[config.mk]
export PLATFORM = sky130hd
export DESIGN_NAME = bounded_sequence_list_core
export DESIGN_NICKNAME = d
export VERILOG_FILES = /design/src/design/bsl_pkg.sv /design/src/design/bsl_ctrl.sv /design/src/design/bsl_dpath.sv /design/src/design/bounded_sequence_list_core.sv
export SDC_FILE = /design/constraint.sdc
export NUM_CORES = 2
export LEC_CHECK = 0
export ABC_CLOCK_PERIOD_IN_PS = 7600
export BUFFER_PORTS_ARGS = -buffer_cell sky130_fd_sc_hd__buf_2
export CORE_MARGIN = 5
export CORE_UTILIZATION = 55
export CTS_BUF_LIST = sky130_fd_sc_hd__clkbuf_8 sky130_fd_sc_hd__clkbuf_16
export DETAILED_ROUTE_END_ITERATION = 12
export PLACE_DENSITY = 0.81
export SLEW_MARGIN = 30
export SYNTH_ARGS = -nofsm -noshare
export SYNTH_HDL_FRONTEND = slang
export SYNTH_SLANG_ARGS = --single-unit
[constraint.sdc]
create_clock -name aclk -period 7.6 [get_ports aclk]
set_input_delay 0.76 -clock aclk [delete_from_list [all_inputs] [get_ports aclk]]
set_output_delay 0.76 -clock aclk [all_outputs]
set_load 0.01 [all_outputs]
[src/design/bsl_pkg.sv]
// Package for the bounded sequence list: widths, operation and status codes,
// controller states and the command/status structs. Depends on nothing.
`default_nettype none

package bsl_pkg;

    // Default number of stored values.
    localparam int CAPACITY_DEF = 16;

    // Field widths.
    localparam int OP_W      = 3;
    localparam int DATA_W    = 32;
    localparam int POS_W     = 8;
    localparam int STAT_W    = 2;
    localparam int LEN_W     = 5;
    localparam int S_TDATA_W = 40;
    localparam int M_TDATA_W = 40;

    // Operation codes; the spare code leaves the list unchanged and returns ST_OK.
    typedef enum logic [OP_W-1:0] {
        OP_INS_FRONT = 3'd0,
        OP_INS_BACK  = 3'd1,
        OP_DEL_FIRST = 3'd2,
        OP_DEL_LAST  = 3'd3,
        OP_DEL_POS   = 3'd4,
        OP_COUNT     = 3'd5,
        OP_DUMP      = 3'd6
    } op_t;

    // Result status codes.
    typedef enum logic [STAT_W-1:0] {
        ST_OK     = 2'd0,
        ST_EMPTY  = 2'd1,
        ST_BADPOS = 2'd2,
        ST_FULL   = 2'd3
    } status_t;

    // Controller states.
    typedef enum logic [1:0] {
        S_IDLE = 2'd0,
        S_EXEC = 2'd1,
        S_DUMP = 2'd2
    } state_t;

    // Commands from the controller to the datapath.
    typedef struct packed {
        logic capture;    // latch the incoming item
        logic exec;       // carry out the latched operation
        logic dump_step;  // emit the front entry and rotate the list
    } cmd_t;

    // Status from the datapath to the controller.
    typedef struct packed {
        logic out_free;   // output register can take a result this cycle
        logic dump_walk;  // latched item is a dump of a non-empty list
        logic rem_last;   // the next dump result is the final one
    } stat_t;

endpackage

`default_nettype wire

[src/design/bsl_ctrl.sv]
// Controller of the bounded sequence list: a three-state machine that
// sequences capture, execution and the dump walk. Uses bsl_pkg.
`default_nettype none

module bsl_ctrl (
    input  wire logic           aclk,
    input  wire logic           aresetn,
    input  wire logic           s_tvalid,
    output logic                s_tready,
    input  wire bsl_pkg::stat_t st,
    output bsl_pkg::cmd_t       cmd
);
    import bsl_pkg::*;

    state_t state_reg;
    state_t state_next;

    // State register.
    always_ff @(posedge aclk) begin
        if (!aresetn) begin
            state_reg <= S_IDLE;
        end else begin
            state_reg <= state_next;
        end
    end

    // Next-state logic.
    always_comb begin
        state_next = state_reg;
        case (state_reg)
            S_IDLE: begin
                if (s_tvalid) begin
                    state_next = S_EXEC;
                end
            end
            S_EXEC: begin
                if (st.dump_walk) begin
                    state_next = S_DUMP;
                end else if (st.out_free) begin
                    state_next = S_IDLE;
                end
            end
            S_DUMP: begin
                if (st.out_free && st.rem_last) begin
                    state_next = S_IDLE;
                end
            end
            default: begin
                state_next = S_IDLE;
            end
        endcase
    end

    // Output logic.
    always_comb begin
        s_tready      = 1'b0;
        cmd.capture   = 1'b0;
        cmd.exec      = 1'b0;
        cmd.dump_step = 1'b0;
        case (state_reg)
            S_IDLE: begin
                s_tready    = 1'b1;
                cmd.capture = s_tvalid;
            end
            S_EXEC: begin
                // A dump walk emits nothing here, so it need not wait.
                cmd.exec = st.dump_walk || st.out_free;
            end
            S_DUMP: begin
                cmd.dump_step = st.out_free;
            end
            default: begin
                s_tready = 1'b0;
            end
        endcase
    end

endmodule

`default_nettype wire

[src/design/bsl_dpath.sv]
// Datapath of the bounded sequence list: item registers, the shifting entry
// array, the entry count, the dump counter and the output register. Uses bsl_pkg.
`default_nettype none

module bsl_dpath #(
    parameter int CAPACITY = bsl_pkg::CAPACITY_DEF
) (
    input  wire logic                        aclk,
    input  wire logic                        aresetn,
    input  wire bsl_pkg::cmd_t               cmd,
    output bsl_pkg::stat_t                   st,
    input  wire logic [bsl_pkg::OP_W-1:0]    in_op,
    input  wire logic [bsl_pkg::DATA_W-1:0]  in_value,
    input  wire logic [bsl_pkg::POS_W-1:0]   in_position,
    output logic                             out_valid,
    input  wire logic                        out_ready,
    output bsl_pkg::status_t                 out_status,
    output logic [bsl_pkg::DATA_W-1:0]       out_data,
    output logic [bsl_pkg::LEN_W-1:0]        out_length,
    output logic                             out_last
);
    import bsl_pkg::*;

    localparam int CW    = $clog2(CAPACITY + 1);
    localparam int IW    = $clog2(CAPACITY);
    localparam int CMP_W = (CW > POS_W) ? CW : POS_W;

    // Latched item.
    op_t               op_reg;
    logic [DATA_W-1:0] value_reg;
    logic [POS_W-1:0]  pos_reg;

    // List state.
    logic [DATA_W-1:0] entries_reg [CAPACITY];
    logic [CW-1:0]     count_reg;
    logic [CW-1:0]     count_next;
    logic [CW-1:0]     rem_reg;
    logic [CW-1:0]     rem_next;

    // Output register.
    logic              valid_reg;
    logic              valid_next;
    status_t           status_reg;
    logic [DATA_W-1:0] data_reg;
    logic [LEN_W-1:0]  len_reg;
    logic              last_reg;

    // Decode of the latched operation.
    logic          empty_w;
    logic          full_w;
    logic          pos_ok_w;
    logic          ins_front_w;
    logic          ins_back_w;
    logic          del_w;
    logic          dec_w;
    logic [IW-1:0] del_idx_w;
    status_t       status_w;
    logic          emit_w;

    // Capture the input item.
    always_ff @(posedge aclk) begin
        if (cmd.capture) begin
            op_reg    <= op_t'(in_op);
            value_reg <= in_value;
            pos_reg   <= in_position;
        end
    end

    assign empty_w  = (count_reg == '0);
    assign full_w   = (count_reg >= CW'(CAPACITY));
    assign pos_ok_w = !pos_reg[POS_W-1] && (CMP_W'(pos_reg) < CMP_W'(count_reg));

    // Operation decode: which array move and which status.
    always_comb begin
        ins_front_w = 1'b0;
        ins_back_w  = 1'b0;
        del_w       = 1'b0;
        dec_w       = 1'b0;
        del_idx_w   = '0;
        status_w    = ST_OK;
        case (op_reg)
            OP_INS_FRONT: begin
                if (full_w) status_w = ST_FULL;
                else ins_front_w = 1'b1;
            end
            OP_INS_BACK: begin
                if (full_w) status_w = ST_FULL;
                else ins_back_w = 1'b1;
            end
            OP_DEL_FIRST: begin
                if (empty_w) begin
                    status_w = ST_EMPTY;
                end else begin
                    del_w = 1'b1;
                    dec_w = 1'b1;
                end
            end
            OP_DEL_LAST: begin
                if (empty_w) status_w = ST_EMPTY;
                else dec_w = 1'b1;
            end
            OP_DEL_POS: begin
                del_idx_w = IW'(pos_reg);
                if (empty_w) begin
                    status_w = ST_EMPTY;
                end else if (!pos_ok_w) begin
                    status_w = ST_BADPOS;
                end else begin
                    del_w = 1'b1;
                    dec_w = 1'b1;
                end
            end
            OP_DUMP: begin
                if (empty_w) status_w = ST_EMPTY;
            end
            default: begin
                status_w = ST_OK;
            end
        endcase
    end

    assign st.out_free  = !valid_reg || out_ready;
    assign st.dump_walk = (op_reg == OP_DUMP) && !empty_w;
    assign st.rem_last  = (rem_reg == CW'(1));
    assign emit_w       = cmd.exec && !st.dump_walk;

    // Entry cells: each takes its own value, a neighbor, the front entry or
    // the inserted value.
    for (genvar g = 0; g < CAPACITY; g++) begin : g_cell
        logic [DATA_W-1:0] right_w;
        logic [DATA_W-1:0] left_w;
        logic [DATA_W-1:0] cell_next;

        if (g < CAPACITY - 1) begin : g_right
            assign right_w = entries_reg[g+1];
        end else begin : g_edge_r
            assign right_w = entries_reg[g];
        end

        if (g > 0) begin : g_left
            assign left_w = entries_reg[g-1];
        end else begin : g_edge_l
            assign left_w = value_reg;
        end

        always_comb begin
            cell_next = entries_reg[g];
            if (cmd.exec && ins_front_w) begin
                cell_next = left_w;
            end else if (cmd.exec && ins_back_w && (count_reg == CW'(g))) begin
                cell_next = value_reg;
            end else if (cmd.exec && del_w && (IW'(g) >= del_idx_w)) begin
                cell_next = right_w;
            end else if (cmd.dump_step) begin
                // Rotate the stored entries by one toward the front.
                if (CW'(g + 1) < count_reg) begin
                    cell_next = right_w;
                end else if (CW'(g + 1) == count_reg) begin
                    cell_next = entries_reg[0];
                end
            end
        end

        always_ff @(posedge aclk) begin
            entries_reg[g] <= cell_next;
        end
    end

    // Entry count and dump counter.
    always_comb begin
        count_next = count_reg;
        if (cmd.exec && (ins_front_w || ins_back_w)) begin
            count_next = count_reg + CW'(1);
        end else if (cmd.exec && dec_w) begin
            count_next = count_reg - CW'(1);
        end
        rem_next = rem_reg;
        if (cmd.exec && st.dump_walk) begin
            rem_next = count_reg;
        end else if (cmd.dump_step) begin
            rem_next = rem_reg - CW'(1);
        end
    end

    always_ff @(posedge aclk) begin
        if (!aresetn) begin
            count_reg <= '0;
            rem_reg   <= '0;
        end else begin
            count_reg <= count_next;
            rem_reg   <= rem_next;
        end
    end

    // Output register.
    always_comb begin
        valid_next = valid_reg;
        if (emit_w || cmd.dump_step) begin
            valid_next = 1'b1;
        end else if (out_ready) begin
            valid_next = 1'b0;
        end
    end

    always_ff @(posedge aclk) begin
        if (!aresetn) begin
            valid_reg <= 1'b0;
        end else begin
            valid_reg <= valid_next;
        end
    end

    always_ff @(posedge aclk) begin
        if (emit_w) begin
            status_reg <= status_w;
            data_reg   <= '0;
            len_reg    <= LEN_W'(count_next);
            last_reg   <= 1'b1;
        end else if (cmd.dump_step) begin
            status_reg <= ST_OK;
            data_reg   <= entries_reg[0];
            len_reg    <= LEN_W'(count_reg);
            last_reg   <= st.rem_last;
        end
    end

    assign out_valid  = valid_reg;
    assign out_status = status_reg;
    assign out_data   = data_reg;
    assign out_length = len_reg;
    assign out_last   = last_reg;

endmodule

`default_nettype wire

[src/design/bounded_sequence_list_core.sv]
// Bounded sequence list: an ordered list of up to CAPACITY signed 32-bit values.
// Input item: s_tuser = operation, s_tdata = value and delete position.
// Result item: m_tuser = status, m_tdata = data and length, m_tlast ends an item.
// Every operation gives one result; a dump of a non-empty list gives one result
// per entry, front first, with m_tlast on the back entry.
// An item is taken in the idle state and executed in the execute state; the output
// register then drives m_tvalid. For a dump, the execute state loads the dump
// counter and the dump state emits one entry per cycle while the receiver does not
// stall, as the entry array rotates by one position toward the front for each result.
// s_tready is high in the idle state only, so items are taken one at a time.
// The output register holds one result: while the receiver stalls, a new item
// is still taken, but its result waits until the held result is taken.
// Reset (aresetn low, synchronous) empties the list and drops any pending
// result; entry contents are not cleared.
// Uses bsl_pkg, bsl_ctrl and bsl_dpath.
`default_nettype none

module bounded_sequence_list_core #(
    parameter int CAPACITY = bsl_pkg::CAPACITY_DEF
) (
    input  wire logic                           aclk,
    input  wire logic                           aresetn,
    input  wire logic                           s_tvalid,
    output logic                                s_tready,
    // [31:0] value, [39:32] position
    input  wire logic [bsl_pkg::S_TDATA_W-1:0]  s_tdata,
    // [2:0] op
    input  wire logic [bsl_pkg::OP_W-1:0]       s_tuser,
    output logic                                m_tvalid,
    input  wire logic                           m_tready,
    // [31:0] data, [36:32] length, [39:37] zero
    output logic [bsl_pkg::M_TDATA_W-1:0]       m_tdata,
    // [1:0] status
    output logic [bsl_pkg::STAT_W-1:0]          m_tuser,
    output logic                                m_tlast
);
    import bsl_pkg::*;

    cmd_t              cmd;
    stat_t             st;
    status_t           out_status;
    logic [DATA_W-1:0] out_data;
    logic [LEN_W-1:0]  out_length;

    // Controller.
    bsl_ctrl u_ctrl (
        .aclk     (aclk),
        .aresetn  (aresetn),
        .s_tvalid (s_tvalid),
        .s_tready (s_tready),
        .st       (st),
        .cmd      (cmd)
    );

    // Datapath.
    bsl_dpath #(
        .CAPACITY (CAPACITY)
    ) u_dpath (
        .aclk        (aclk),
        .aresetn     (aresetn),
        .cmd         (cmd),
        .st          (st),
        .in_op       (s_tuser),
        .in_value    (s_tdata[DATA_W-1:0]),
        .in_position (s_tdata[DATA_W +: POS_W]),
        .out_valid   (m_tvalid),
        .out_ready   (m_tready),
        .out_status  (out_status),
        .out_data    (out_data),
        .out_length  (out_length),
        .out_last    (m_tlast)
    );

    // Result packing.
    assign m_tuser = out_status;
    assign m_tdata = {{(M_TDATA_W - DATA_W - LEN_W){1'b0}}, out_length, out_data};

endmodule

`default_nettype wire

==> impl_metrics.py <==
metrics = {
    "finish": {
        "insertedDiodeCount": 0,
        "layout-drive-gt1-share_pct": 12.3,
        "finish.utilization_pct": 60.0,
        "largest_reg_flops": 512,
        "syn_to_final_growth_pct": 8.71,
        "layout.nets": 3245,
        "finish.instance_area_sq_um": 36000,
    },
    "drt": {
        "route.met3.wl_mm": 16.7,
        "top_layer_used": "met4",
        "dr_total_vias": 29500,
        "dr_wl_met2_mm": 47.4,
        "wire_per_inst_microns": 27.5,
        "wl_mm": 111,
        "firstDrtPassIters": 7,
        "met1_length_mm": 40.2,
        "drt-vias-per-instance": 7.34,
        "ant_nets": 0,
        "drt_iter0_markers": 5237,
        "drc": 0,
    },
    "synthesis": {
        "ys_seq_elements": 608,
        "synth.distinct_cells": 72,
        "synth-edff-count": 562,
        "avgSynthCellArea_sq_um": 9.86,
        "yosysWarnings": 0,
        "syn_inst": 3358,
        "yosys_most_used_dff": "edfxtp_1",
        "async_flop_share_pct": 0,
        "ys_seq_area_share_pct": 53.8,
        "syn_area_sq_um": 33100,
    },
    "floorplan": {
        "core_sq_um": 60000,
        "io_pins": 92,
        "die_y_microns": 255,
        "die_w_microns": 255,
        "initial_core_util_pct": 55.2,
        "die-area_sq_um": 65200,
        "rows": 90,
    },
    "clocking": {
        "post-cts-setup-buffers": 0,
        "cts_tree": "yes",
        "cts_resized": 0,
        "clockBufferDepth": 3,
        "cts_root_buf": "clkbuf_16",
        "htreeDepth": 3,
        "clkSlewWorstSetupHoldPaths_ps": 60,
        "cts.sinks": 608,
        "ctsHoldBuffers": 0,
        "clk_latency_ps": 610,
        "numCtsBuffers": 67,
    },
    "worst_setup_path": {
        "crit_arrival_ps": 5120,
        "crit_chain": "clkinv_1 > ha_1 > o211ai_1 > o21a_1 > o211a_1 > o211ai_1 > buf_4 > nand3_1 > buf_4 > o221ai_1 > nand2_1",
        "rr_worst_depth": 11,
        "slowest_stage": "dfxtp_1",
        "slowest_delay_ps": 860,
        "timing.rr.start": "u_dpath.count_reg[3]",
        "worstSetupEndpointType": "flop",
        "path_class": "flop to flop",
        "cp_max_fo": 34,
        "rrSetupSlack_ps": 2820,
        "cp-start-kind": "flop",
        "required_ps": 7950,
        "r2r-end": "u_dpath.entries_reg[2][81]",
    },
    "power": {
        "ir_worst_vdd_mv": 0.156,
        "p_leak_nw": 12.2,
        "power.density_nw_per_um2": 201,
    },
    "sta": {
        "rsz0062_at_grt": "false",
        "final_hold_viol_count": 0,
        "setup_viol": 0,
        "relSlewSlack_pct": 30.2,
        "clock.fmax_ghz": 0.209,
        "fin_tns_setup_ps": 0,
        "final.setup_skew_ps": 21.3,
        "min_period_over_period_pct": 62.9,
        "worstMarginPinSlew_ps": 1050,
        "period_minus_slack_ps": 4780,
        "slew_violations": 0,
    },
    "global_routing": {
        "grt_pass1_wl_mm": 166,
        "grt_pass1_vias": 27900,
        "grt_max_degree": 217,
        "grtUsageTotal_pct": 32.0,
        "antenna_found_initial": 0,
        "grt_overflow": 0,
    },
    "place": {
        "port_buffers": 88,
        "place.gp.congestion": 0.927,
        "placed_cell_area_sq_um": 33900,
        "place_hpwl_mm": 61.7,
    },
    "min_path": {
        "hp-class": "input pin to flop",
        "whs_endpoint": "u_dpath.g_cell[0].left_w[28]",
        "min-delay-start": "s_tdata[28]",
        "hold_depth": 1,
    },
    "outcome": {
        "status": "complete, no violations",
    },
    "job": {
        "cap_violations": 0,
    },
}
==> cell usage after synthesis (10+ instances only) <==
master | instances | area (sq um)
nand2_1 | 575 | 2160
edfxtp_1 | 562 | 16900
o22ai_1 | 347 | 2170
nor2_1 | 292 | 1100
clkbuf_1 | 286 | 1070
o21ai_0 | 177 | 886
nor3_1 | 105 | 526
mux2i_1 | 98 | 981
o221ai_1 | 98 | 858
a21oi_1 | 88 | 440
a31oi_1 | 68 | 425
o22a_1 | 64 | 561
buf_2 | 60 | 300
buf_1 | 57 | 214
o221a_2 | 51 | 574
dfxtp_1 | 46 | 921
nand3_1 | 43 | 215
nand2b_1 | 36 | 225
a32oi_1 | 33 | 289
a22o_1 | 32 | 280
mux2_2 | 32 | 360
or4_1 | 31 | 233
nand4_1 | 16 | 100
and2_1 | 13 | 81.3
o221a_1 | 13 | 146
o211ai_1 | 12 | 90.1
ha_1 | 11 | 138
o21ai_1 | 11 | 55.1
nor2b_1 | 10 | 62.6
==> worst max-delay path by stage <==
stage,start,depth (start not counted),endpoint
2_1_floorplan,m_tready,5,u_dpath.entries_reg[1][0]
3_3_place_gp,u_dpath.count_reg[2],9,u_dpath.entries_reg[0][63]
3_5_place_dp,u_dpath.count_reg[3],11,u_dpath.entries_reg[2][81]
4_1_cts,u_dpath.count_reg[3],11,u_dpath.entries_reg[2][72]
5_1_grt,u_dpath.count_reg[3],11,u_dpath.entries_reg[2][67]
6_report,u_dpath.count_reg[3],11,u_dpath.entries_reg[2][81]
==> worst max-delay path, delay by kind of cell (launching register included) <==
family | cells | cell delay [ps]
AOI/OAI and AO/OA | 5 | 1190
adders and majority gates | 1 | 420
buffers and inverters | 3 | 1440
DFF | 1 | 860
and+or+nand+nor | 2 | 590
==> where the power goes <==
part	internal [mW]	switching (mW)
sequential	3.70	0.0980
clock	1.78	1.35
combinational	0.116	0.185
==> cell usage in the layout, fill, tap and decap left out, types with 11 or more instances in the layout <==
cell       count
a21oi_1       81
a22o_1        32
a31oi_1       66
a32oi_1       33
and2_1        11
buf_2         88
buf_4         77
clkbuf_16     71
dfxtp_1       45
edfxtp_1     562
ha_1          11
inv_1         38
mux2_2        32
mux2i_1       98
nand2_1      573
nand2b_1      35
nand3_1       36
nand4_1       16
nor2_1       289
nor3_1       105
o211ai_1      12
o21ai_0      176
o221a_1       13
o221a_2       51
o221ai_1      98
o22a_1        64
o22ai_1      347
or4_1         31
==> kinds of logic (layout without fill, tap and decap cells) <==
family | after synthesis | count (layout) | share of synthesized area [%]
AND/OR/NAND/NOR | 1152 | 1152 | 15.0
AO/OA/AOI/OAI | 1030 | 1030 | 21.5
flip-flops | 608 | 608 | 53.8
buffers and inverters | 422 | 299 | 5.16
multiplexers | 130 | 130 | 4.05
adder cells (fa/ha/maj) | 11 | 11 | 0.416
XOR/XNOR | 4 | 4 | 0.106
other | 1 | 3 | 0.0113
==> metal layers <==
layer / global-route usage, % / vias to the layer above
met5: 0 / -
met4: 16.5 / 0
met3: 8.27 / 455
met2: 47.5 / 2726
met1: 43.7 / 13900
li1: - / 12400
==> per-stage QoR <==
stage / instances / total power [mW] / worst slack [ps] / hold slack [ps]
floorplan: 3360 / 4.03 / 3370 / 481
finish: 4019 / 7.23 / 2820 / 326
global route: 4019 / 7.39 / 2750 / 321
global placement: 3895 / 4.13 / 3260 / 440
detailed placement: 3898 / 4.15 / 3070 / 444
CTS: 4017 / 7.21 / 3050 / 304
==> area by class of cell <==
class	count	area [sq um]
flip-flops and latches	608	17800
repair buffers	171	1160
fillers	4822	24000
inverters	9	33.8
clock buffers	75	1830
clock inverters	44	234
well taps	782	978
multi-input cells	2330	13900
Power figures use the tool's default switching activity.
